### src/rtl/eagvt_pkg.sv
package eagvt_pkg;

  localparam int WINDOW     = 50;
  localparam int ANGLE_BITS = 16;

  // window counter width: the count stays below WINDOW
  localparam int CNT_W     = $clog2(WINDOW);
  localparam int STEP_W    = 24;
  // window average by reciprocal: shift and reciprocal width for an exact quotient
  localparam int DIV_SH    = STEP_W + $clog2(WINDOW - 1);
  localparam int RCP_W     = STEP_W + 1;
  localparam int MUL_A_W   = 25;
  localparam int MUL_B_W   = 17;
  localparam int PROD_W    = MUL_A_W + MUL_B_W;

  typedef enum logic [1:0] {
    REG_POLE_PAIRS = 2'd0,
    REG_GLITCH_THR = 2'd1,
    REG_EXTRAP_GAIN = 2'd2,
    REG_VEL_SCALE  = 2'd3
  } cfg_reg_t;

  typedef enum logic [2:0] {
    S_IDLE,
    S_MUL_E,
    S_CHECK,
    S_UPDATE,
    S_DIV,
    S_MUL_V,
    S_DONE
  } state_t;

  typedef enum logic [1:0] {
    MUL_ELEC,
    MUL_EXTRAP,
    MUL_VEL
  } mul_sel_t;

  typedef struct packed {
    logic     load_in;
    logic     mul_en;
    mul_sel_t mul_sel;
    logic     check;
    logic     update;
    logic     load_out;
  } dp_cmd_t;

  typedef struct packed {
    logic win_close;
    logic div_done;
    logic out_free;
  } dp_sts_t;

endpackage

### src/rtl/eagvt_ctrl.sv
module eagvt_ctrl (
  input  logic              clk,
  input  logic              rst_n,
  input  logic              in_valid,
  output logic              in_ready,
  input  eagvt_pkg::dp_sts_t sts,
  output eagvt_pkg::dp_cmd_t cmd
);
  import eagvt_pkg::*;

  state_t state_r, state_nxt;

  always_ff @(posedge clk) begin
    if (!rst_n) begin
      state_r <= S_IDLE;
    end else begin
      state_r <= state_nxt;
    end
  end

  always_comb begin
    state_nxt = state_r;
    case (state_r)
      S_IDLE:   if (in_valid) state_nxt = S_MUL_E;
      S_MUL_E:  state_nxt = S_CHECK;
      S_CHECK:  state_nxt = S_UPDATE;
      S_UPDATE: state_nxt = sts.win_close ? S_DIV : S_MUL_V;
      S_DIV:    if (sts.div_done) state_nxt = S_MUL_V;
      S_MUL_V:  state_nxt = S_DONE;
      S_DONE:   if (sts.out_free) state_nxt = S_IDLE;
      default:  state_nxt = S_IDLE;
    endcase
  end

  always_comb begin
    in_ready     = 1'b0;
    cmd.load_in  = 1'b0;
    cmd.mul_en   = 1'b0;
    cmd.mul_sel  = MUL_ELEC;
    cmd.check    = 1'b0;
    cmd.update   = 1'b0;
    cmd.load_out = 1'b0;
    case (state_r)
      S_IDLE: begin
        in_ready    = 1'b1;
        cmd.load_in = in_valid;
      end
      S_MUL_E: begin
        cmd.mul_en  = 1'b1;
        cmd.mul_sel = MUL_ELEC;
      end
      S_CHECK: begin
        // classify the sample while the extrapolation step is formed
        cmd.check   = 1'b1;
        cmd.mul_en  = 1'b1;
        cmd.mul_sel = MUL_EXTRAP;
      end
      S_UPDATE: cmd.update = 1'b1;
      S_DIV:    ;
      S_MUL_V: begin
        cmd.mul_en  = 1'b1;
        cmd.mul_sel = MUL_VEL;
      end
      S_DONE:   cmd.load_out = sts.out_free;
      default:  ;
    endcase
  end

endmodule

### src/rtl/eagvt_div.sv
module eagvt_div (
  input  logic                                clk,
  input  logic                                rst_n,
  input  logic                                start,
  input  logic signed [eagvt_pkg::STEP_W-1:0] dividend,
  output logic                                done,
  output logic signed [eagvt_pkg::STEP_W-1:0] quot
);
  import eagvt_pkg::*;

  // ceil(2^DIV_SH / (WINDOW-1)): the floored product is the exact truncated
  // quotient for every magnitude the window sum can take
  localparam logic [RCP_W-1:0] RECIP =
    RCP_W'(((64'd1 << DIV_SH) + 64'(WINDOW - 2)) / 64'(WINDOW - 1));

  logic signed [STEP_W-1:0] num_r;
  logic                     stg_r;
  logic                     done_r;
  logic [STEP_W+RCP_W-1:0]  prod_r;

  logic [STEP_W-1:0]        mag;
  logic [STEP_W-1:0]        q_mag;

  // magnitude of the most negative sum wraps to its correct unsigned pattern
  assign mag = unsigned'((num_r < 0) ? -num_r : num_r);

  always_ff @(posedge clk) begin
    if (!rst_n) begin
      stg_r  <= 1'b0;
      done_r <= 1'b0;
    end else begin
      stg_r  <= start;
      done_r <= stg_r;
    end
  end

  always_ff @(posedge clk) begin
    if (start) num_r <= dividend;
    if (stg_r) prod_r <= mag * RECIP;
  end

  assign q_mag = STEP_W'(prod_r[STEP_W+RCP_W-1:DIV_SH]);

  assign done = done_r;
  assign quot = num_r[STEP_W-1] ? -signed'(q_mag) : signed'(q_mag);

endmodule

### src/rtl/eagvt_dp.sv
module eagvt_dp (
  input  logic                     clk,
  input  logic                     rst_n,
  input  logic                     cfg_we,
  input  eagvt_pkg::cfg_reg_t      cfg_index,
  input  logic [15:0]              cfg_wdata,
  input  logic [15:0]              in_mech_angle,
  input  logic                     out_ready,
  input  eagvt_pkg::dp_cmd_t       cmd,
  output eagvt_pkg::dp_sts_t       sts,
  output logic                     out_valid,
  output logic signed [15:0]       out_elec_angle,
  output logic                     out_glitch,
  output logic signed [31:0]       out_velocity,
  output logic                     out_velocity_new
);
  import eagvt_pkg::*;

  localparam int AB    = ANGLE_BITS;
  localparam int CMP_W = ((AB > 15) ? AB : 15) + 3;
  localparam int SUM_W = STEP_W + 1;
  localparam int AFULL = 1 << AB;
  localparam logic [AB-1:0] AHALF = {1'b1, {(AB - 1){1'b0}}};
  localparam logic signed [CMP_W-1:0] FULL_C = CMP_W'(AFULL);
  localparam logic signed [PROD_W-1:0] VEL_MAX = PROD_W'(64'sd2147483647);
  localparam logic signed [PROD_W-1:0] VEL_MIN = PROD_W'(-64'sd2147483648);
  localparam logic signed [SUM_W-1:0] STEP_MAX = SUM_W'({1'b0, {(STEP_W - 1){1'b1}}});
  localparam logic signed [SUM_W-1:0] STEP_MIN = -STEP_MAX - SUM_W'(1);

  function automatic logic signed [STEP_W-1:0] sat_step(input logic signed [SUM_W-1:0] v);
    logic signed [STEP_W-1:0] r;
    if (v > STEP_MAX) r = STEP_MAX[STEP_W-1:0];
    else if (v < STEP_MIN) r = STEP_MIN[STEP_W-1:0];
    else r = v[STEP_W-1:0];
    return r;
  endfunction

  // configuration
  logic [5:0]  pole_pairs_r;
  logic [14:0] thr_r;
  logic [15:0] gain_r;
  logic [15:0] scale_r;

  // tracker state
  logic [AB-1:0]            last_r;
  logic signed [STEP_W-1:0] vstep_r;
  logic signed [STEP_W-1:0] sum_r;
  logic [CNT_W-1:0]         wc_r;

  // per-word working registers
  logic [AB-1:0]            mech_r;
  logic signed [PROD_W-1:0] prod_r;
  logic [AB-1:0]            ang_r;
  logic                     glitch_r;
  logic                     vnew_r;

  // output register
  logic                     out_valid_r;
  logic [15:0]              out_ang_r;
  logic                     out_glitch_r;
  logic signed [31:0]       out_vel_r;
  logic                     out_vnew_r;

  logic signed [MUL_A_W-1:0] op_a;
  logic signed [MUL_B_W-1:0] op_b;
  logic signed [PROD_W-1:0]  prod;

  logic [AB-1:0]            elec;
  logic signed [CMP_W-1:0]  d;
  logic signed [CMP_W-1:0]  err;
  logic signed [CMP_W-1:0]  thr_s;
  logic signed [CMP_W-1:0]  upper;
  logic                     glitch_c;

  logic [AB-1:0]            a_fin;
  logic [AB-1:0]            diff_u;
  logic signed [AB-1:0]     wd;
  logic signed [SUM_W-1:0]  sum_ext;
  logic signed [STEP_W-1:0] sum_new;
  logic [CNT_W:0]           wc_inc;
  logic                     win_close;

  logic                     div_done;
  logic signed [STEP_W-1:0] div_q;
  logic signed [31:0]       vel_sat;

  always_ff @(posedge clk) begin
    if (!rst_n) begin
      pole_pairs_r <= 6'd1;
      thr_r        <= 15'd3641;
      gain_r       <= 16'd256;
      scale_r      <= 16'd36000;
    end else if (cfg_we) begin
      case (cfg_index)
        REG_POLE_PAIRS:  pole_pairs_r <= cfg_wdata[5:0];
        REG_GLITCH_THR:  thr_r        <= cfg_wdata[14:0];
        REG_EXTRAP_GAIN: gain_r       <= cfg_wdata;
        REG_VEL_SCALE:   scale_r      <= cfg_wdata;
        default: ;
      endcase
    end
  end

  // shared multiplier
  always_comb begin
    case (cmd.mul_sel)
      MUL_ELEC: begin
        op_a = signed'(MUL_A_W'(mech_r));
        op_b = signed'(MUL_B_W'(pole_pairs_r));
      end
      MUL_EXTRAP: begin
        op_a = MUL_A_W'(vstep_r);
        op_b = signed'(MUL_B_W'(gain_r));
      end
      MUL_VEL: begin
        op_a = MUL_A_W'(vstep_r);
        op_b = signed'(MUL_B_W'(scale_r));
      end
      default: begin
        op_a = signed'(MUL_A_W'(mech_r));
        op_b = signed'(MUL_B_W'(pole_pairs_r));
      end
    endcase
  end

  assign prod = op_a * op_b;

  // glitch test on the plain, unwrapped jump
  assign elec     = prod_r[AB-1:0] ^ AHALF;
  assign d        = CMP_W'(signed'(elec)) - CMP_W'(signed'(last_r));
  assign err      = (d < 0) ? -d : d;
  assign thr_s    = signed'(CMP_W'(thr_r));
  assign upper    = FULL_C - thr_s;
  assign glitch_c = (err > thr_s) && (err < upper);

  // window accumulation on the wrapped difference
  assign a_fin     = glitch_r ? (last_r + prod_r[AB+7:8]) : ang_r;
  assign diff_u    = a_fin - last_r;
  assign wd        = signed'(diff_u);
  assign sum_ext   = SUM_W'(sum_r) + SUM_W'(wd);
  assign sum_new   = (wc_r != '0) ? sat_step(sum_ext) : sum_r;
  assign wc_inc    = (CNT_W + 1)'(wc_r) + (CNT_W + 1)'(1);
  assign win_close = (wc_inc >= (CNT_W + 1)'(WINDOW));

  always_ff @(posedge clk) begin
    if (cmd.load_in) mech_r <= AB'(in_mech_angle);
    if (cmd.mul_en) prod_r <= prod;
    if (cmd.check) begin
      ang_r    <= elec;
      glitch_r <= glitch_c;
    end else if (cmd.update) begin
      ang_r  <= a_fin;
      vnew_r <= win_close;
    end
  end

  always_ff @(posedge clk) begin
    if (!rst_n) begin
      last_r  <= '0;
      vstep_r <= '0;
      sum_r   <= '0;
      wc_r    <= '0;
    end else begin
      if (cmd.update) begin
        last_r <= a_fin;
        if (win_close) begin
          sum_r <= '0;
          wc_r  <= '0;
        end else begin
          sum_r <= sum_new;
          wc_r  <= wc_inc[CNT_W-1:0];
        end
      end
      if (div_done) vstep_r <= div_q;
    end
  end

  eagvt_div u_div (
    .clk      (clk),
    .rst_n    (rst_n),
    .start    (cmd.update && win_close),
    .dividend (sum_new),
    .done     (div_done),
    .quot     (div_q)
  );

  always_comb begin
    if (prod_r > VEL_MAX) vel_sat = VEL_MAX[31:0];
    else if (prod_r < VEL_MIN) vel_sat = VEL_MIN[31:0];
    else vel_sat = prod_r[31:0];
  end

  always_ff @(posedge clk) begin
    if (!rst_n) begin
      out_valid_r <= 1'b0;
    end else if (cmd.load_out) begin
      out_valid_r <= 1'b1;
    end else if (out_ready) begin
      out_valid_r <= 1'b0;
    end
  end

  always_ff @(posedge clk) begin
    if (cmd.load_out) begin
      out_ang_r    <= 16'(ang_r);
      out_glitch_r <= glitch_r;
      out_vel_r    <= vel_sat;
      out_vnew_r   <= vnew_r;
    end
  end

  assign sts.win_close = win_close;
  assign sts.div_done  = div_done;
  assign sts.out_free  = !out_valid_r || out_ready;

  assign out_valid        = out_valid_r;
  assign out_elec_angle   = signed'(out_ang_r);
  assign out_glitch       = out_glitch_r;
  assign out_velocity     = out_vel_r;
  assign out_velocity_new = out_vnew_r;

endmodule

### src/rtl/encoder_angle_glitch_velocity_tracker.sv
// Encoder angle glitch filter and velocity tracker.
//
// Input channel (in_valid/in_ready, in_mech_angle): one mechanical angle word
// per control tick, an unsigned fraction of a turn. Output channel
// (out_valid/out_ready): per input word one result word with the stored
// electrical angle, the glitch flag, the velocity estimate and a flag that
// marks the word which closed an averaging window.
// Configuration (cfg_we/cfg_index/cfg_wdata): single-cycle writes of pole
// pairs, glitch threshold, extrapolation gain and velocity scale; write only
// while no word is in flight.
// Sequencing: one word is worked on at a time, and out_valid rises when its
// result is loaded into the output register; the one multiplier is used
// three times in turn (angle scaling, extrapolation step, velocity scaling).
// Every WINDOW-th word also averages the window sum by a reciprocal multiply
// in a two-stage divider before the velocity scaling.
// The output register lets the next word be taken while a result waits; if
// the receiver stalls, the following result holds in the datapath and
// in_ready stays low until the output register frees up.
// Reset (synchronous, rst_n low): registers return to their defaults, angle,
// velocity step, window sum and count clear, and the output register empties.
module encoder_angle_glitch_velocity_tracker (
  input  logic                 clk,
  input  logic                 rst_n,
  input  logic                 cfg_we,
  input  eagvt_pkg::cfg_reg_t  cfg_index,
  input  logic [15:0]          cfg_wdata,
  input  logic                 in_valid,
  output logic                 in_ready,
  input  logic [15:0]          in_mech_angle,
  output logic                 out_valid,
  input  logic                 out_ready,
  output logic signed [15:0]   out_elec_angle,
  output logic                 out_glitch,
  output logic signed [31:0]   out_velocity,
  output logic                 out_velocity_new
);
  import eagvt_pkg::*;

  // command and status between sequencer and datapath
  dp_cmd_t cmd;
  dp_sts_t sts;

  // sequencer: steps one word through scale, check, update, average, output
  eagvt_ctrl u_ctrl (
    .clk      (clk),
    .rst_n    (rst_n),
    .in_valid (in_valid),
    .in_ready (in_ready),
    .sts      (sts),
    .cmd      (cmd)
  );

  // datapath: configuration, tracker state, shared multiplier, divider and
  // the output register
  eagvt_dp u_dp (
    .clk              (clk),
    .rst_n            (rst_n),
    .cfg_we           (cfg_we),
    .cfg_index        (cfg_index),
    .cfg_wdata        (cfg_wdata),
    .in_mech_angle    (in_mech_angle),
    .out_ready        (out_ready),
    .cmd              (cmd),
    .sts              (sts),
    .out_valid        (out_valid),
    .out_elec_angle   (out_elec_angle),
    .out_glitch       (out_glitch),
    .out_velocity     (out_velocity),
    .out_velocity_new (out_velocity_new)
  );

endmodule

### config.mk
export PLATFORM = sky130hd
export DESIGN_NAME = encoder_angle_glitch_velocity_tracker
export DESIGN_NICKNAME = d
export VERILOG_FILES = /design/src/rtl/eagvt_pkg.sv /design/src/rtl/eagvt_ctrl.sv /design/src/rtl/eagvt_div.sv /design/src/rtl/eagvt_dp.sv /design/src/rtl/encoder_angle_glitch_velocity_tracker.sv
export SDC_FILE = /design/constraint.sdc
export NUM_CORES = 2
export LEC_CHECK = 0
export BUFFER_PORTS_ARGS = -buffer_cell sky130_fd_sc_hd__buf_2
export CORE_MARGIN = 3
export CORE_UTILIZATION = 35
export CTS_BUF_LIST = sky130_fd_sc_hd__clkbuf_4 sky130_fd_sc_hd__clkbuf_8
export DETAILED_ROUTE_END_ITERATION = 16
export PLACE_DENSITY_LB_ADDON = 0.2
export SYNTH_ARGS = -nofsm -noshare
export SYNTH_HDL_FRONTEND = slang
export SYNTH_HIERARCHICAL = 1
export SYNTH_SLANG_ARGS = --single-unit
### constraint.sdc
create_clock -name clk -period 18.2 [get_ports clk]
set_input_delay 5.46 -clock clk [delete_from_list [all_inputs] [get_ports clk]]
set_output_delay 5.46 -clock clk [all_outputs]
set_load 0.005 [all_outputs]
== Word-level counts from Yosys, hierarchy flattened ==
Cells that the tools add are included.
W data, S select, Z words.
Storage, ports and cells
  flip-flop bits (word level): 328
  input bits: 39
Cells by class
  reduce and logical (&&, ||, !) cells: 16
  multipliers: 2
  eq/ne operators: 14
  bitwise operators: 2
  add/subtract/negate cells: 9
  order comparisons: 9
  mux-type cells: 27
Operators with widths (count)
  $mux W24: 6
  $mul A24 B25 Y49 const B: 1
  $mux W16: 3
  $gt A42 B32 Y1 const B: 1
  $lt A42 B32 Y1 const B: 1
  $mul A25 B17 Y42: 1
  $mux W32: 1
  $pmux W16 S2: 1
  $add A24 B16 Y25: 1
  $gt A25 B24 Y1 const B: 1
  $lt A25 B24 Y1 const B: 1
  $mux W25: 1
  $lt A24 B1 Y1 const B: 1
  $neg A19 Y24: 1
  $neg A24 Y24: 1
  $pmux W3 S7: 1
  $gt A19 B16 Y1: 1
  $lt A19 B19 Y1: 1
  $mux W19: 1
  $neg A17 Y19: 1
  $sub A17 B15 Y18 const A: 1
  $lt A17 B1 Y1 const B: 1
  $sub A16 B16 Y17: 1
  $add A16 B16 Y16: 1
  other kinds (25): 48

== Logic depth before layout (Yosys ltp) ==
  word-level depth: 9
  mapped depth: 32
  mapped depth without buffers: 30

== Hierarchy ==
The synthesis kept the hierarchy.
By module, submodules not included
  eagvt_dp: cells an instance 3088, seq. area each 6266.0 um2, area an instance 28284.6 um2, instances 1
  eagvt_div: cells an instance 1248, seq. area each 1331.3 um2, area an instance 12401.9 um2, instances 1
  eagvt_ctrl: cells an instance 24, seq. area each 60.1 um2, area an instance 207.7 um2, instances 1

== Worst setup path after synthesis ==
No wires, ideal clock.
  path kind: reg-to-reg
  from: reg u_ctrl.state_r[0]
  to: reg u_dp.prod_r[41], data pin
  setup time: 0.260 ns
  stages on the path, launching flop included: 33
  slack: 10.196 ns
  path buffers: 4
  data arrival time: 7.744 ns
  path through: dfxtp_1 -> buf_6 -> nor2b_1 -> and2_1 -> inv_1 -> ha_1 -> clkbuf_1 -> clkbuf_1 -> a22oi_1 -> nor2_1 -> clkbuf_1 -> nand2_1 -> fa_1 -> inv_1 -> fa_1 -> inv_1 -> fa_1 -> inv_1 -> fa_1 -> inv_1 -> fa_1 -> inv_1 -> fa_1 -> ha_1 -> nand2_1 -> o21bai_1 -> o311ai_0 -> o2111ai_1 -> a211oi_1 -> o21ai_0 -> a211oi_1 -> a21oi_1 -> xnor2_1
RTL lines
  start: declaration: line eagvt_ctrl.sv:11  | state_t state_r, state_nxt;
  start signal: assignment: line eagvt_ctrl.sv:17  | state_r <= state_nxt;
  end signal: assignment: line eagvt_dp.sv:147  | if (cmd.mul_en) prod_r <= prod;
  end: declaration: line eagvt_dp.sv:52  | logic signed [PROD_W-1:0] prod_r;

==> key figures <==
Clocking
  – Worst skew pair latency: 0.68 ns
  – CTS buffer count: 51
  – Reg clk slew, reported paths: around 0.06 ns
  – CTS Sinks: around 300
  – Htree depth: 2
  – Setup Buffers After CTS: 0
  – Clock Tree Buf Depth: 3
  – CTS resizes: 0
  – CTS Hold Buffers Added: 0
  – CTS tree: built
  – Clock root buffer master: clkbuf_8

Synthesis
  – Synth warnings: 6
  – Top FF cell, synth: edfxtp_1
  – Number of cells produced by synthesis: between 4000 and 5000
  – Async set or reset register ratio after synthesis: 0%
  – Synth Cell Area: approximately 40000 um^2
  – Commonest cells post-synth: 835 x inv_1, 583 x fa_1, 481 x ha_1
  – Number of synthesized flops with an enable pin: about 170
  – Post-synth cell types: 87
  – Syn nets: between 5000 and 6000
  – Post-synthesis adder-cell area fraction: 43.4%
  – Post-synthesis xor/xnor area fraction: just under 4%
  – Post-Syn Area per Cell: 9.38 um^2
  – Post-synthesis compound-gate area fraction: 10.8%
  – Synth Register Bits: just under 300
  – Main combinational cell family by area after synthesis: adder cells
  – Synth top area share: between 20 and 30%
  – Synth Area in Simple Gates: between 10% and 20%
  – Synth top area cells: fa_1 29%, ha_1 15%, edfxtp_1 12%
  – Post-synthesis mux area share: ~1.6%
  – Largest area contributor in the netlist: fa_1
  – Count leader, synth: inv_1
  – Register area share after synthesis: around a fifth

Final layout
  – Layout Cells excl Fill: between 6000 and 7000
  – Layout area overhead: 8.55%
  – Post-layout nets: 5551
  – Fillers: around 12000
  – Post-layout util: between 30% and 40%
  – Share of layout cells above drive strength 1: 6.64%
  – Fin area: between 40000 and 50000 um^2

Routing
  – Initial DRT Pass Iterations: 6
  – Vias/cell: 4.98
  – Routed Antenna Nets: 0
  – Drt initial violations: 1736
  – Vias: between 20000 and 30000
  – Final wirelength: around 120000 um
  – DR DRC count: 0
  – Wire length per cell: 19.6 um

GRT
  – Vias in the first global route: just over 30000
  – Gr ovfl total: 0
  – Initial antenna violation count: 4
  – First-pass GRT wire length: 184000 um
  – Largest net degree at the start of global routing: 85
  – GRT Total Usage: between 15 and 20%

Critical path
  – CP endpoint kind: flip-flop
  – Reg-to-Reg Start: u_ctrl/state_r[2]$_SDFFE_PN0P_
  – Worst-path fanout max: 84
  – Worst Path Buf+Inv: 6
  – Worst path max stage delay: just under 0.8 ns
  – CP Data Arrival Time: about 10 ns
  – Crit. Startpoint: u_ctrl/state_r[2]$_SDFFE_PN0P_
  – Reg2reg setup slack: between 8 and 9 ns
  – CP max stage cell: a21oi_1
  – Worst R2R Path Depth: 28
  – Required @ worst endpoint: between 15 and 20 ns
  – Critical path startpoint category: flip-flop
  – CP top delay family: compound AO/OA/AOI/OAI gates
  – R2r endpoint: u_dp/prod_r[41]$_DFFE_PP_
  – CP Class: reg2reg

Placed design
  – Post-DP Area: ~43000 um^2
  – Buffers on Ports: 90
  – DPL Wire Length: 98600 um
  – Pre-CTS setup slack: 8.60 ns
  – Gp weighted congestion: 0.931
  – Placed insts: 5907

Min path
  – HP Class: reg2reg
  – Worst hold start: u_dp/vnew_r$_DFFE_PP_
  – Hold path cells: 0
  – Hold path endpoint: u_dp/out_velocity_new$_DFFE_PP_

Timing
  – Worst-Margin Slew: around 1.2 ns
  – Final setup margin: between 8 and 9 ns
  – Final period util: 53.5%
  – Fmax achieved: 0.103 GHz
  – Setup TNS: 0 ns
  – Max-slew violations: 0
  – Final hold violation count: 0
  – Post-route minimum period: 9.74 ns
  – Relative slew slack: between 10% and 20%
  – Hold Slack: 0.425 ns
  – Clock skew: 0.0265 ns
  – RSZ-0062 raised after global routing: false
  – Final-report setup violation count: 0

Die
  – FP Rows: about 120
  – Initial Utilization: 35.5%
  – IO Count: between 90 and 100
  – Die Wd: 348 um
  – Die area: 121000 um^2
  – Die Ht: about 350 um
  – Core Region: 115000 um^2

Power
  – Maximum ir drop on the vdd rail: 58.1 uV
  – Lkg Pwr: roughly 20 nW
  – Pwr Density: 52.0 nW/um^2
  – Pwr Total: around 2.3 mW

Run
  – Maxcap violations: 0

Status
  – Status: completed
## kinds of logic after synthesis
family                     Yosys count
AOI/OAI and AO/OA                  676
buffers and inverters              941
xor gates and xnor gates           184
and+or+nand+nor                   1130
adders and majority gates         1069
DFF                                298
muxes                               62
## sequential cells by signal, indices dropped and copies added (netlist names), 3 cells and up
register and count:
u_ctrl/state_r 3, u_dp/ang_r 16, u_dp/gain_r 16, u_dp/last_r 16
u_dp/mech_r 16, u_dp/out_elec_angle 16, u_dp/out_velocity 32, u_dp/pole_pairs_r 6
u_dp/prod_r 42, u_dp/scale_r 16, u_dp/sum_r 24, u_dp/thr_r 15
u_dp/u_div/num_r 24, u_dp/u_div/prod_r 19, u_dp/vstep_r 24, u_dp/wc_r 6
## layer usage
layer / track usage, % / wire, um / vias to the layer above / share of wire [%]
met1: 28.3 / 56100 / 14700 / 48
met5: 0 / 12 / - / 0.010
met2: 29.6 / 50600 / 702 / 43
met3: 4.95 / 8220 / 131 / 7.0
met4: 4.51 / 2500 / 2 / 2.1
li1: - / - / 14300 / -
## worst max-delay path by stage
stage	to	depth (start not counted)	slack, ns
6_report	u_dp/prod_r[41]$_DFFE_PP_	28	8.46
5_1_grt	u_dp/prod_r[41]$_DFFE_PP_	28	7.98
4_1_cts	u_dp/prod_r[41]$_DFFE_PP_	28	8.52
3_5_place_dp	u_dp/prod_r[41]$_DFFE_PP_	28	8.60
3_3_place_gp	u_dp/prod_r[41]$_DFFE_PP_	28	8.70
2_1_floorplan	u_dp/prod_r[41]$_DFFE_PP_	32	10.20
## power breakdown
| part | leakage [nW] | switching (mW) | internal (mW) |
|---|---|---|---|
| clock | 0.606 | 0.316 | 0.387 |
| combinational | 16.7 | 0.497 | 0.316 |
| sequential | 2.61 | 0.0401 | 0.753 |
## cell usage in the layout, fill, tap and decap left out, drive strengths merged, types with 17 or more instances in the layout
cell type  instances
a211oi            37
o21ai            124
clkinv            17
nor2             264
o21bai            18
clkbuf            68
buf              140
a31oi             24
fa               583
o21a              31
or2               17
a21oi            175
nand4             22
xor2              45
xnor2            139
mux2              25
nand3             48
edfxtp           169
a21o              87
and2             105
nor2b             52
dfxtp            129
a21boi            40
nand2            467
nor3              45
mux2i             37
a22oi             19
o211ai            26
inv              841
o31ai             21
nand2b            40
ha               481
## area by class of cell
class,instances,area (um^2),area share (%)
clock buffers,68,867,1.95
multi-input cells,3121,29700,66.9
diodes,2,5.00,0.0113
clock inverters,28,288,0.648
inverters,836,3140,7.07
flip-flops and latches,298,7660,17.2
repair buffers,140,826,1.86
well taps,1512,1890,4.26
Power figures use the tool's default switching activity.
